### src/rtl/core/b32e_pkg.sv
`default_nettype none

package b32e_pkg;

  // Symbol queue between the front and back parts
  localparam int unsigned QDepth = 4;
  localparam int unsigned QAw    = $clog2(QDepth);
  localparam int unsigned QCw    = $clog2(QDepth + 1);

  // ASCII codes of the output alphabet
  localparam logic [7:0] CharDash   = 8'h2D;
  localparam logic [7:0] CharA      = 8'h41;
  localparam logic [7:0] CharTwo    = 8'h32;
  localparam logic [4:0] LetterMax  = 5'd25;
  localparam logic [4:0] DigitFirst = 5'd26;

  // One 5-bit group on its way to the back part
  typedef struct packed {
    logic [4:0] val;
    logic       last;
  } sym_t;

  // Map a 5-bit group onto the Base32 alphabet
  function automatic logic [7:0] sym_to_ascii(input logic [4:0] v);
    logic [4:0] off;
    off = v - DigitFirst;
    if (v > LetterMax) begin
      return CharTwo + {3'b000, off};
    end
    return CharA + {3'b000, v};
  endfunction

endpackage

`default_nettype wire

### src/rtl/core/base32_stream_encoder_core.sv
// Path: a byte accepted at an edge passes the front's hold register, the queue
//   entry and the output character register before it shows on the result ports.
// Throughput: one result per cycle while pop is held, set by the single output
//   register; a byte gives one to three characters plus dashes.
// Reset (rst_ni low, asynchronous): pending bits, grouping state, queue and the
//   group_dashes register clear; the block is ready once rst_ni rises.
`default_nettype none

module base32_stream_encoder_core import b32e_pkg::*; (
  input  wire logic       clk_i,
  input  wire logic       rst_ni,
  input  wire logic       push,
  output logic            full,
  input  wire logic [7:0] data_byte_i,
  input  wire logic       end_of_stream_i,
  output logic            empty,
  input  wire logic       pop,
  output logic [7:0]      out_char_o,
  output logic            final_char_o,
  input  wire logic       cfg_valid_i,
  output logic            cfg_ready_o,
  input  wire logic       cfg_data_i
);

  logic group_q;
  logic f_valid, f_ready;
  sym_t f_sym;
  logic b_valid, b_ready;
  sym_t b_sym;

  // Configuration register
  assign cfg_ready_o = 1'b1;

  always_ff @(posedge clk_i or negedge rst_ni) begin
    if (!rst_ni) begin
      group_q <= 1'b0;
    end else if (cfg_valid_i && cfg_ready_o) begin
      group_q <= cfg_data_i;
    end
  end

  // Split each byte into 5-bit groups
  b32e_front u_front (
    .clk_i,
    .rst_ni,
    .push_i          (push),
    .full_o          (full),
    .data_byte_i,
    .end_of_stream_i,
    .sym_valid_o     (f_valid),
    .sym_ready_i     (f_ready),
    .sym_o           (f_sym)
  );

  // Decouple front and back
  b32e_fifo u_fifo (
    .clk_i,
    .rst_ni,
    .in_valid_i  (f_valid),
    .in_ready_o  (f_ready),
    .in_data_i   (f_sym),
    .out_valid_o (b_valid),
    .out_ready_i (b_ready),
    .out_data_o  (b_sym)
  );

  // Map to ASCII and insert dashes
  b32e_back u_back (
    .clk_i,
    .rst_ni,
    .group_dashes_i (group_q),
    .sym_valid_i    (b_valid),
    .sym_ready_o    (b_ready),
    .sym_i          (b_sym),
    .empty,
    .pop,
    .out_char_o,
    .final_char_o
  );

  // A dash never carries the final flag
  assert property (@(posedge clk_i) disable iff (!rst_ni)
    !empty && (out_char_o == CharDash) |-> !final_char_o)
    else $error("dash flagged as final character");

  // Two dashes never follow each other
  assert property (@(posedge clk_i) disable iff (!rst_ni)
    !empty && pop && (out_char_o == CharDash) |=> empty || (out_char_o != CharDash))
    else $error("dash followed by dash");

  // A new stream never opens with a dash
  assert property (@(posedge clk_i) disable iff (!rst_ni)
    !empty && pop && final_char_o |=> empty || (out_char_o != CharDash))
    else $error("stream started with a dash");

endmodule

`default_nettype wire

### src/rtl/core/b32e_front.sv
`default_nettype none

module b32e_front import b32e_pkg::*; (
  input  wire logic       clk_i,
  input  wire logic       rst_ni,
  input  wire logic       push_i,
  output logic            full_o,
  input  wire logic [7:0] data_byte_i,
  input  wire logic       end_of_stream_i,
  output logic            sym_valid_o,
  input  wire logic       sym_ready_i,
  output sym_t            sym_o
);

  // Carried-over bits between bytes (at most four)
  logic [3:0]  pend_bits_q, pend_bits_d;
  logic [2:0]  pend_cnt_q, pend_cnt_d;
  // Groups of the current byte, left-justified in a 15-bit window
  logic [14:0] hold_lj_q, hold_lj_d;
  logic [1:0]  hold_left_q, hold_left_d;
  logic [1:0]  hold_idx_q, hold_idx_d;
  logic        hold_eos_q, hold_eos_d;

  logic [3:0]  cnt_total;
  logic [3:0]  lj_shift;
  logic [11:0] bits12;
  logic [11:0] lj12;
  logic [1:0]  n_full;
  logic [3:0]  rem4;
  logic [2:0]  rem;
  logic [1:0]  n_sym;
  logic [3:0]  left_bits;
  logic        accept;
  logic        sym_fire;

  // Classify the incoming byte: how many groups, what stays behind
  always_comb begin
    cnt_total = {1'b0, pend_cnt_q} + 4'd8;
    bits12    = {pend_bits_q, data_byte_i};
    lj_shift  = 4'd12 - cnt_total;
    lj12      = bits12 << lj_shift;
    n_full    = (cnt_total >= 4'd10) ? 2'd2 : 2'd1;
    rem4      = cnt_total - ((n_full == 2'd2) ? 4'd10 : 4'd5);
    rem       = rem4[2:0];
    n_sym     = n_full + {1'b0, (end_of_stream_i && (rem != 3'd0))};
    left_bits = bits12[3:0] & ((4'd1 << rem) - 4'd1);
  end

  // Hand out the held groups one per cycle while sym_ready_i is high
  always_comb begin
    sym_valid_o = (hold_left_q != 2'd0);
    sym_fire    = sym_valid_o && sym_ready_i;
    case (hold_idx_q)
      2'd0:    sym_o.val = hold_lj_q[14:10];
      2'd1:    sym_o.val = hold_lj_q[9:5];
      default: sym_o.val = hold_lj_q[4:0];
    endcase
    sym_o.last = hold_eos_q && (hold_left_q == 2'd1);
    full_o     = (hold_left_q > 2'd1) || ((hold_left_q == 2'd1) && !sym_ready_i);
    accept     = push_i && !full_o;
  end

  // Load a new byte or advance through the held one
  always_comb begin
    pend_bits_d = pend_bits_q;
    pend_cnt_d  = pend_cnt_q;
    hold_lj_d   = hold_lj_q;
    hold_left_d = hold_left_q;
    hold_idx_d  = hold_idx_q;
    hold_eos_d  = hold_eos_q;
    if (accept) begin
      hold_lj_d   = {lj12, 3'b000};
      hold_left_d = n_sym;
      hold_idx_d  = 2'd0;
      hold_eos_d  = end_of_stream_i;
      pend_bits_d = end_of_stream_i ? 4'd0 : left_bits;
      pend_cnt_d  = end_of_stream_i ? 3'd0 : rem;
    end else if (sym_fire) begin
      hold_left_d = hold_left_q - 2'd1;
      hold_idx_d  = hold_idx_q + 2'd1;
    end
  end

  always_ff @(posedge clk_i or negedge rst_ni) begin
    if (!rst_ni) begin
      pend_bits_q <= '0;
      pend_cnt_q  <= '0;
      hold_lj_q   <= '0;
      hold_left_q <= '0;
      hold_idx_q  <= '0;
      hold_eos_q  <= 1'b0;
    end else begin
      pend_bits_q <= pend_bits_d;
      pend_cnt_q  <= pend_cnt_d;
      hold_lj_q   <= hold_lj_d;
      hold_left_q <= hold_left_d;
      hold_idx_q  <= hold_idx_d;
      hold_eos_q  <= hold_eos_d;
    end
  end

endmodule

`default_nettype wire

### src/rtl/core/b32e_fifo.sv
`default_nettype none

module b32e_fifo import b32e_pkg::*; (
  input  wire logic clk_i,
  input  wire logic rst_ni,
  input  wire logic in_valid_i,
  output logic      in_ready_o,
  input  wire sym_t in_data_i,
  output logic      out_valid_o,
  input  wire logic out_ready_i,
  output sym_t      out_data_o
);

  sym_t           mem_q [QDepth];
  logic [QAw-1:0] wr_ptr_q, wr_ptr_d;
  logic [QAw-1:0] rd_ptr_q, rd_ptr_d;
  logic [QCw-1:0] count_q, count_d;
  logic           wr_en;
  logic           rd_en;

  // Flags and pointer updates
  always_comb begin
    in_ready_o  = (count_q != QCw'(QDepth));
    out_valid_o = (count_q != '0);
    out_data_o  = mem_q[rd_ptr_q];
    wr_en       = in_valid_i && in_ready_o;
    rd_en       = out_valid_o && out_ready_i;
    wr_ptr_d    = wr_en ? wr_ptr_q + QAw'(1) : wr_ptr_q;
    rd_ptr_d    = rd_en ? rd_ptr_q + QAw'(1) : rd_ptr_q;
    count_d     = count_q + QCw'(wr_en) - QCw'(rd_en);
  end

  // Store the entry
  always_ff @(posedge clk_i) begin
    if (wr_en) begin
      mem_q[wr_ptr_q] <= in_data_i;
    end
  end

  always_ff @(posedge clk_i or negedge rst_ni) begin
    if (!rst_ni) begin
      wr_ptr_q <= '0;
      rd_ptr_q <= '0;
      count_q  <= '0;
    end else begin
      wr_ptr_q <= wr_ptr_d;
      rd_ptr_q <= rd_ptr_d;
      count_q  <= count_d;
    end
  end

endmodule

`default_nettype wire

### src/rtl/core/b32e_back.sv
`default_nettype none

module b32e_back import b32e_pkg::*; (
  input  wire logic       clk_i,
  input  wire logic       rst_ni,
  input  wire logic       group_dashes_i,
  input  wire logic       sym_valid_i,
  output logic            sym_ready_o,
  input  wire sym_t       sym_i,
  output logic            empty,
  input  wire logic       pop,
  output logic [7:0]      out_char_o,
  output logic            final_char_o
);

  logic [7:0] char_q, char_d;
  logic       last_q, last_d;
  logic       out_vld_q, out_vld_d;
  logic [1:0] cig_q, cig_d;
  logic       any_q, any_d;
  logic       dash_done_q, dash_done_d;
  logic       can_load;
  logic       dash_due;

  // With group_dashes_i set, emit a dash ahead of each four-character group but the stream's first, then the character
  always_comb begin
    char_d      = char_q;
    last_d      = last_q;
    cig_d       = cig_q;
    any_d       = any_q;
    dash_done_d = dash_done_q;
    sym_ready_o = 1'b0;
    can_load    = !out_vld_q || pop;
    out_vld_d   = out_vld_q && !pop;
    dash_due    = group_dashes_i && any_q && (cig_q == 2'd0) && !dash_done_q;
    if (sym_valid_i && can_load) begin
      out_vld_d = 1'b1;
      if (dash_due) begin
        char_d      = CharDash;
        last_d      = 1'b0;
        dash_done_d = 1'b1;
      end else begin
        sym_ready_o = 1'b1;
        char_d      = sym_to_ascii(sym_i.val);
        last_d      = sym_i.last;
        dash_done_d = 1'b0;
        cig_d       = sym_i.last ? 2'd0 : cig_q + 2'd1;
        any_d       = !sym_i.last;
      end
    end
  end

  assign empty        = !out_vld_q;
  assign out_char_o   = char_q;
  assign final_char_o = last_q;

  always_ff @(posedge clk_i or negedge rst_ni) begin
    if (!rst_ni) begin
      char_q      <= '0;
      last_q      <= 1'b0;
      out_vld_q   <= 1'b0;
      cig_q       <= '0;
      any_q       <= 1'b0;
      dash_done_q <= 1'b0;
    end else begin
      char_q      <= char_d;
      last_q      <= last_d;
      out_vld_q   <= out_vld_d;
      cig_q       <= cig_d;
      any_q       <= any_d;
      dash_done_q <= dash_done_d;
    end
  end

endmodule

`default_nettype wire
### config.mk
export PLATFORM = sky130hd
export DESIGN_NAME = base32_stream_encoder_core
export DESIGN_NICKNAME = d
export VERILOG_FILES = /design/src/rtl/core/b32e_pkg.sv /design/src/rtl/core/base32_stream_encoder_core.sv /design/src/rtl/core/b32e_front.sv /design/src/rtl/core/b32e_fifo.sv /design/src/rtl/core/b32e_back.sv
export SDC_FILE = /design/constraint.sdc
export NUM_CORES = 1
export LEC_CHECK = 0
export BUFFER_PORTS_ARGS = -buffer_cell sky130_fd_sc_hd__buf_2
export CAP_MARGIN = 10
export CORE_MARGIN = 2
export CORE_UTILIZATION = 32
export CTS_CLUSTER_DIAMETER = 150
export DETAILED_ROUTE_END_ITERATION = 10
export PLACE_DENSITY = 0.51
export SLEW_MARGIN = 20
export SYNTH_ARGS = -nofsm -noshare
export SYNTH_HDL_FRONTEND = slang
export SYNTH_HIERARCHICAL = 1
export SYNTH_SLANG_ARGS = --single-unit
### constraint.sdc
create_clock -name clk_i -period 4.4 [get_ports clk_i]
set_clock_uncertainty 0.15 [all_clocks]
set_input_delay 0.22 -clock clk_i [delete_from_list [all_inputs] [get_ports clk_i]]
set_output_delay 0.22 -clock clk_i [all_outputs]
set_load 0.02 [all_outputs]
==> flow_summary.yaml, run 1 <==
synth:
  synth_area_leaders: "dfrtp_1 28%, edfxtp_1 18%, mux4_2 6.8%, ha_1 6.0%, nand2_1 3.4%"
  ys_seq_area_share_pct: 46.4
  ys_ff_latch: 69
  synth_common_cells: "45 x dfrtp_1, 36 x nand2_1, 24 x edfxtp_1"
  yosysUniqueCellTypes: 64
  synth_flop_cell: "dfrtp_1"
  synth_compound_area_share_pct: 11.0
  synth_top_area_cell: "dfrtp_1"
  synth_top_area_share_pct: 28.3
  synth_top_family_by_area: "simple AND/OR/NAND/NOR gates"
  synthCells: 341
  synth-xor-area-share_pct: 3.49
  synth_edf_count: 24
  synth_nets: 377
  synth_mux_area_share_pct: 11.6
  synth_area_um2: 3980
  yosysMostFrequentCell: "dfrtp_1"
  avgSynthCellArea_um2: 11.7
  async_reset_ff_share_pct: 65.2
  yosys.area_share.adder_pct: 6.98
  synth_warnings: 6
  yosys.area_share.simple_pct: 14.9
detailed_routing:
  antenna_left: 0
  drc: 0
  drtIter0Drc: 150
  vias_per_cell: 4.81
  wl_um: 7460
  wl_per_cell_um: 13.9
  vias: 2576
  drt-pass1-iter-count: 4
layout:
  multiInputGateArea_um2: 1920
  drive_gt1_share_pct: 19.3
  regArea_um2: 1850
  area_delta_synth_final_pct: 13.9
  num_antenna_cells: 0
  fin_nets: 398
  n_fill_cell: 1179
cts:
  cts-root-buf: "clkbuf_16"
  clock_sinks: 69
  cts_buffers: 9
  clk_pin_slew_ns: 0.06
  htreeDepth: 3
  clk_latency_ns: 0.32
  clockBufferDepth: 2
  cts_tree: "done"
global_route:
  grt_overflow: 0
  track_usage_pct: 12.3
  antenna_found_initial: 0
  grt_pass1_vias: 2546
  grt_pass1_wl_um: 12700
  grt_max_degree: 46
setup_path:
  critPathTopFamily: "adder cells"
  critPathMaxFanout: 21
  arrival_ns: 3.32
  crit_path_max_incr_delay_ns: 0.52
  slowest_stage: "fa_1"
  path_common_cell: "ha_1"
  cp.buffers_inverters: 2
  crit_chain: "buf_4 -> inv_4 -> ha_1 -> or3_1 -> fa_1 -> o31ai_2 -> nand3_2 -> ha_1 -> xor2_1 -> o41ai_2"
  path_class: "flop to flop"
  cp_data_required_time_ns: 4.46
  startpoint_type: "flop"
  end_kind: "flop"
floorplanning:
  initial_utilization_pct: 33.0
  rows: 40
  die_h_um: 116
  core_um2: 12100
  io_pins: 27
  fp.dieW_um: 116
  dieArea_um2: 13300
sta:
  finalSetupViolCount: 0
  fmax_mhz: 306
  post-route-period-util_pct: 74.2
  drv_slew: 0
  max_slew_margin_pct: 32.6
  rsz0062_at_grt: "no"
  final_hold_viol_count: 0
  finalSetupTns_ns: 0
  finalCriticalPeriod_ns: 3.26
  worstMarginPinSlew_ns: 1.01
status:
  outcome: "complete, no violations"
placement:
  io_buffers: 24
  place_hpwl_um: 5360
  gp_congestion: 0.786
job:
  maxCapViolCount: 0
worst_hold_path:
  hold_class: "input port to flop"
-- cell type report --
type | instances | area share, %
Timing Repair Buffer | 30 | 3.81
Inverter | 22 | 1.88
Sequential cell | 69 | 40.7
Clock buffer | 10 | 5.52
Multi-Input combinational cell | 230 | 42.3
Tap cell | 168 | 4.64
Clock inverter | 6 | 1.13
-- kinds of logic (layout without fill, tap and decap cells) --
| family | after synthesis | after routing |
|---|---|---|
| buffers and inverters | 42 | 68 |
| AO/OA/AOI/OAI | 64 | 64 |
| AND/OR/NAND/NOR | 102 | 102 |
| flip-flops | 69 | 69 |
| XOR/XNOR | 15 | 15 |
| other | 2 | 2 |
| multiplexers | 26 | 26 |
| adder cells (fa/ha/maj) | 21 | 21 |
-- metrics by stage --
| step | setup slack (ns) | area, µm² | util, % | std cells | hold slack, ns |
|---|---|---|---|---|---|
| 3_3_place_gp | 1.20 | 4200 | 34.8 | 516 | 0.204 |
| 3_5_place_dp | 1.16 | 4200 | 34.8 | 516 | 0.211 |
| 2_1_floorplan | 1.26 | 3980 | - | 341 | -0.226 |
| 4_1_cts | 1.14 | 4530 | 37.6 | 535 | 0.0181 |
| 5_1_grt | 0.902 | 4530 | 37.6 | 535 | 0.0368 |
| 6_report | 1.14 | 4530 | 37.6 | 535 | 0.0312 |
-- flip-flops by register name, indices dropped and copies added, names as in the netlist --
name	cells
u_fifo/rd_ptr_q	2
u_front/hold_left_q	2
u_back/out_char_o	7
u_front/pend_bits_q	4
u_back/any_q	1
group_q	1
u_fifo/count_q	3
u_fifo/wr_ptr_q	2
u_front/hold_idx_q	2
u_front/pend_cnt_q	3
u_back/dash_done_q	1
u_back/cig_q	2
u_fifo/mem_q	24
u_back/out_vld_q	1
u_back/final_char_o	1
u_front/hold_lj_q	12
u_front/hold_eos_q	1
-- layout by cell type, fill, tap and decap left out, types with 4 or more instances in the layout --
cell type / n
or3_1: 4
inv_1: 21
mux4_2: 12
nand2_1: 36
a21oi_1: 17
buf_2: 24
mux2i_1: 10
dfrtp_1: 45
nand2b_1: 8
ha_1: 19
clkbuf_16: 10
xor2_1: 7
o21ai_0: 14
nor2_1: 20
xnor2_1: 7
and3b_1: 4
edfxtp_1: 24
a22o_1: 7
nor3_1: 5
-- what timing repair did --
action,in CTS,in global routing
hold buffers,3,0
endpoints found under the hold margin,46,0
gates resized for setup,0,0
endpoints found under the setup margin,0,0
setup buffers,0,0
-- layer usage --
| layer | part of all wire, % | global-route usage [%] |
|---|---|---|
| met1 | 50 | 17.2 |
| met2 | 47 | 18.6 |
| met3 | 2.7 | 2.82 |
| met4 | 0.91 | 4.50 |
| met5 | 0 | 0 |
-- worst reg2reg max path: stages, from the launching register on --
cell     delay (ns)
dfrtp_1        0.32
buf_4          0.28
inv_4          0.09
ha_1           0.26
or3_1          0.49
fa_1           0.52
o31ai_2        0.33
nand3_2        0.15
ha_1           0.21
xor2_1         0.16
o41ai_2        0.19
-- path summary, 6_finish.rpt --
check | to | cells past startpoint | slack (ns) | startpoint
max in group asynchronous | u_front/hold_lj_q[10] | 3 | 3.32 | rst_ni
worst min register to register | u_front/hold_eos_q | 2 | 0.32 | u_front/hold_eos_q
worst min-delay path | u_front/pend_bits_q[1] | 3 | 0.03 | data_byte_i[1]
worst max-delay path | u_front/pend_bits_q[2] | 10 | 1.14 | u_front/pend_cnt_q[0]
worst max register to register | u_front/pend_bits_q[2] | 10 | 1.14 | u_front/pend_cnt_q[0]
min in group asynchronous | u_back/out_char_o[6] | 3 | 0.36 | rst_ni
Power of run 1 is not shown: default switching activity piles up to over one toggle a cycle in this logic, so the estimate is an artifact.
==> run 2, diff against run 1 <==
--- a/config.mk
+++ b/config.mk
@@ -11,7 +11,7 @@
 export CORE_UTILIZATION = 32
 export CTS_CLUSTER_DIAMETER = 150
 export DETAILED_ROUTE_END_ITERATION = 10
-export PLACE_DENSITY = 0.51
+export PLACE_DENSITY = 0.52
 export SLEW_MARGIN = 20
 export SYNTH_ARGS = -nofsm -noshare
 export SYNTH_HDL_FRONTEND = slang
==> constraint.sdc (replaced) <==
create_clock -name clk_i -period 2.7 [get_ports clk_i]
set_clock_uncertainty 0.15 [all_clocks]
set_input_delay 0.135 -clock clk_i [delete_from_list [all_inputs] [get_ports clk_i]]
set_output_delay 0.135 -clock clk_i [all_outputs]
set_load 0.02 [all_outputs]
==> flow_summary.yaml, run 2 (synthesis results as in run 1) <==
status:
  outcome: "complete, no violations"
layout:
  finalInstanceArea_um2: 4800
  area_delta_synth_final_pct: 20.7
  final_common_cell: "dfrtp_1"
  num_antenna_cells: 0
  fin_nets: 422
  fin_cells: 559
  n_fill_cell: 1169
  utilization_pct: 39.8
  final_cell_mix: "43 x dfrtp_1, 36 x nand2_1, 24 x buf_2, 24 x edfxtp_1, 21 x inv_1"
  drive_gt1_share_pct: 25.6
  largest_reg_flops: 24
  top_register: "u_fifo/mem_q"
power:
  p_sw_share_pct: 40.8
  internal_power_uw: 4190
  clkPwrFrac_pct: 16.4
  power_frac_comb_pct: 56.3
  p_leak_uw: 0.00208
  p_sw_uw: 2890
  ir_drop_mv: 0.796
  p_per_area_nw_per_um2: 1470
  p_seq_share_pct: 27.3
sta:
  post-route-period-util_pct: 99.3
  drv_slew: 0
  fmax_mhz: 373
  fin_ws_ns: 0.0190
  final_hold_viol_count: 0
  finalSetupViolCount: 0
  finalCriticalPeriod_ns: 2.68
  max_slew_margin_pct: 50.9
  worstMarginPinSlew_ns: 0.736
  rsz0062_at_grt: "yes"
  holdWs_ns: 0.166
detailed_routing:
  drtIter0Drc: 162
  vias: 2653
  vias_per_cell: 4.75
  wl_um: 7750
  drt-pass1-iter-count: 4
  wl_per_cell_um: 13.9
  antenna_left: 0
  drc: 0
setup_path:
  end_kind: "flop"
  worstRegToRegCells: 11
  arrival_ns: 2.76
  path_class: "flop to flop"
  critPathMaxFanout: 6
  startpoint_type: "flop"
  cp_data_required_time_ns: 2.78
floorplanning:
  io_pins: 27
  dieArea_um2: 13300
  fp.dieW_um: 116
  rows: 40
  initial_utilization_pct: 33.0
  core_um2: 12100
  die_h_um: 116
placement:
  place_hpwl_um: 5580
  io_buffers: 24
  dp_slack_ns: -0.0777
  placed_cells: 532
  gp_congestion: 0.768
  place_area_um2: 4370
cts:
  cts_buffers: 9
  htreeDepth: 3
  cts_tree: "done"
  clock_sinks: 69
  clockBufferDepth: 2
  cts-root-buf: "clkbuf_16"
  clk_pin_slew_ns: 0.06
  clk_latency_ns: 0.33
job:
  maxCapViolCount: 0
global_route:
  antenna_found_initial: 0
  grt_pass1_vias: 2660
  grt_max_degree: 31
  track_usage_pct: 12.7
  grt_pass1_wl_um: 13000
  grt_overflow: 0
worst_hold_path:
  whs_path_depth: 4
  hold_class: "input port to flop"
==> run 2: cell count changes in the layout (fill, tap and decap cells not counted), sizes merged <==
cell / before / now
dlygate4sd3: 3 / 9
clkinvlp: 1 / 0
inv: 25 / 24
buf: 27 / 45
clkinv: 2 / 4
==> run 2: final cells by class <==
| type | instances | area (µm²) | share of cell area (%) |
|---|---|---|---|
| Sequential cell | 69 | 1850 | 38.5 |
| Multi-Input combinational cell | 230 | 1980 | 41.3 |
| Inverter | 22 | 87.6 | 1.82 |
| Timing Repair Buffer | 54 | 372 | 7.74 |
| Tap cell | 168 | 210 | 4.38 |
| Clock inverter | 6 | 52.6 | 1.09 |
| Clock buffer | 10 | 250 | 5.21 |
==> run 2: worst paths after layout <==
path	from	endpoint	slack [ns]
setup / recovery	u_front/pend_cnt_q[0]	u_front/pend_bits_q[2]	0.02
hold / removal	push	u_front/pend_bits_q[1]	0.17
setup reg to reg	u_front/pend_cnt_q[0]	u_front/pend_bits_q[2]	0.02
hold reg to reg	u_front/hold_eos_q	u_front/hold_eos_q	0.33
max in group asynchronous	rst_ni	u_fifo/rd_ptr_q[0]	1.43
min in group asynchronous	rst_ni	u_front/hold_lj_q[5]	0.28
==> run 2: worst max-delay path, cell delays in order, from the launching register on <==
cell and delay [ns]:
dfrtp_1 0.41, inv_6 0.04, ha_4 0.15, or3_4 0.36, nor2_4 0.11, fa_2 0.30, nor4b_4 0.23, or2b_1 0.16
nand3_2 0.12, ha_4 0.18, xor2_1 0.16, o41ai_2 0.18
==> run 2: timing repair <==
action / 4_1_cts / 5_1_grt
buffers inserted: 1 / 1
gates resized for setup: 2 / 4
hold buffers: 9 / 0
pin swaps: 2 / 3
endpoints found under the hold margin: 38 / 0
endpoints found under the setup margin: 3 / 4
==> run 2: through the flow <==
step,power (µW),setup TNS (ns)
final,7070,0
after floorplan,5010,-0.801
after global routing,7660,-0.216
after CTS,7100,0
after detailed placement,5870,-0.0968
after global placement,5790,-0.00786
==> run 2: power groups by stage <==
stage | clock (µW) | combinational [µW] | sequential, µW
floorplan | 0 | 3060 | 1960
global placement | 0 | 3850 | 1940
detailed placement | 0 | 3910 | 1960
CTS | 1190 | 3970 | 1940
global route | 1230 | 4430 | 2000
finish | 1160 | 3980 | 1930
==> run 2: per-layer routing <==
| layer | routed length (µm) | part of all wire, % | global-route usage (%) |
|---|---|---|---|
| met1 | 3680 | 48 | 16.1 |
| met2 | 3760 | 49 | 20.8 |
| met3 | 179 | 2.3 | 3.09 |
| met4 | 123 | 1.6 | 5.22 |
| met5 | 0 | 0 | 0 |
Power figures use the tool's default switching activity.
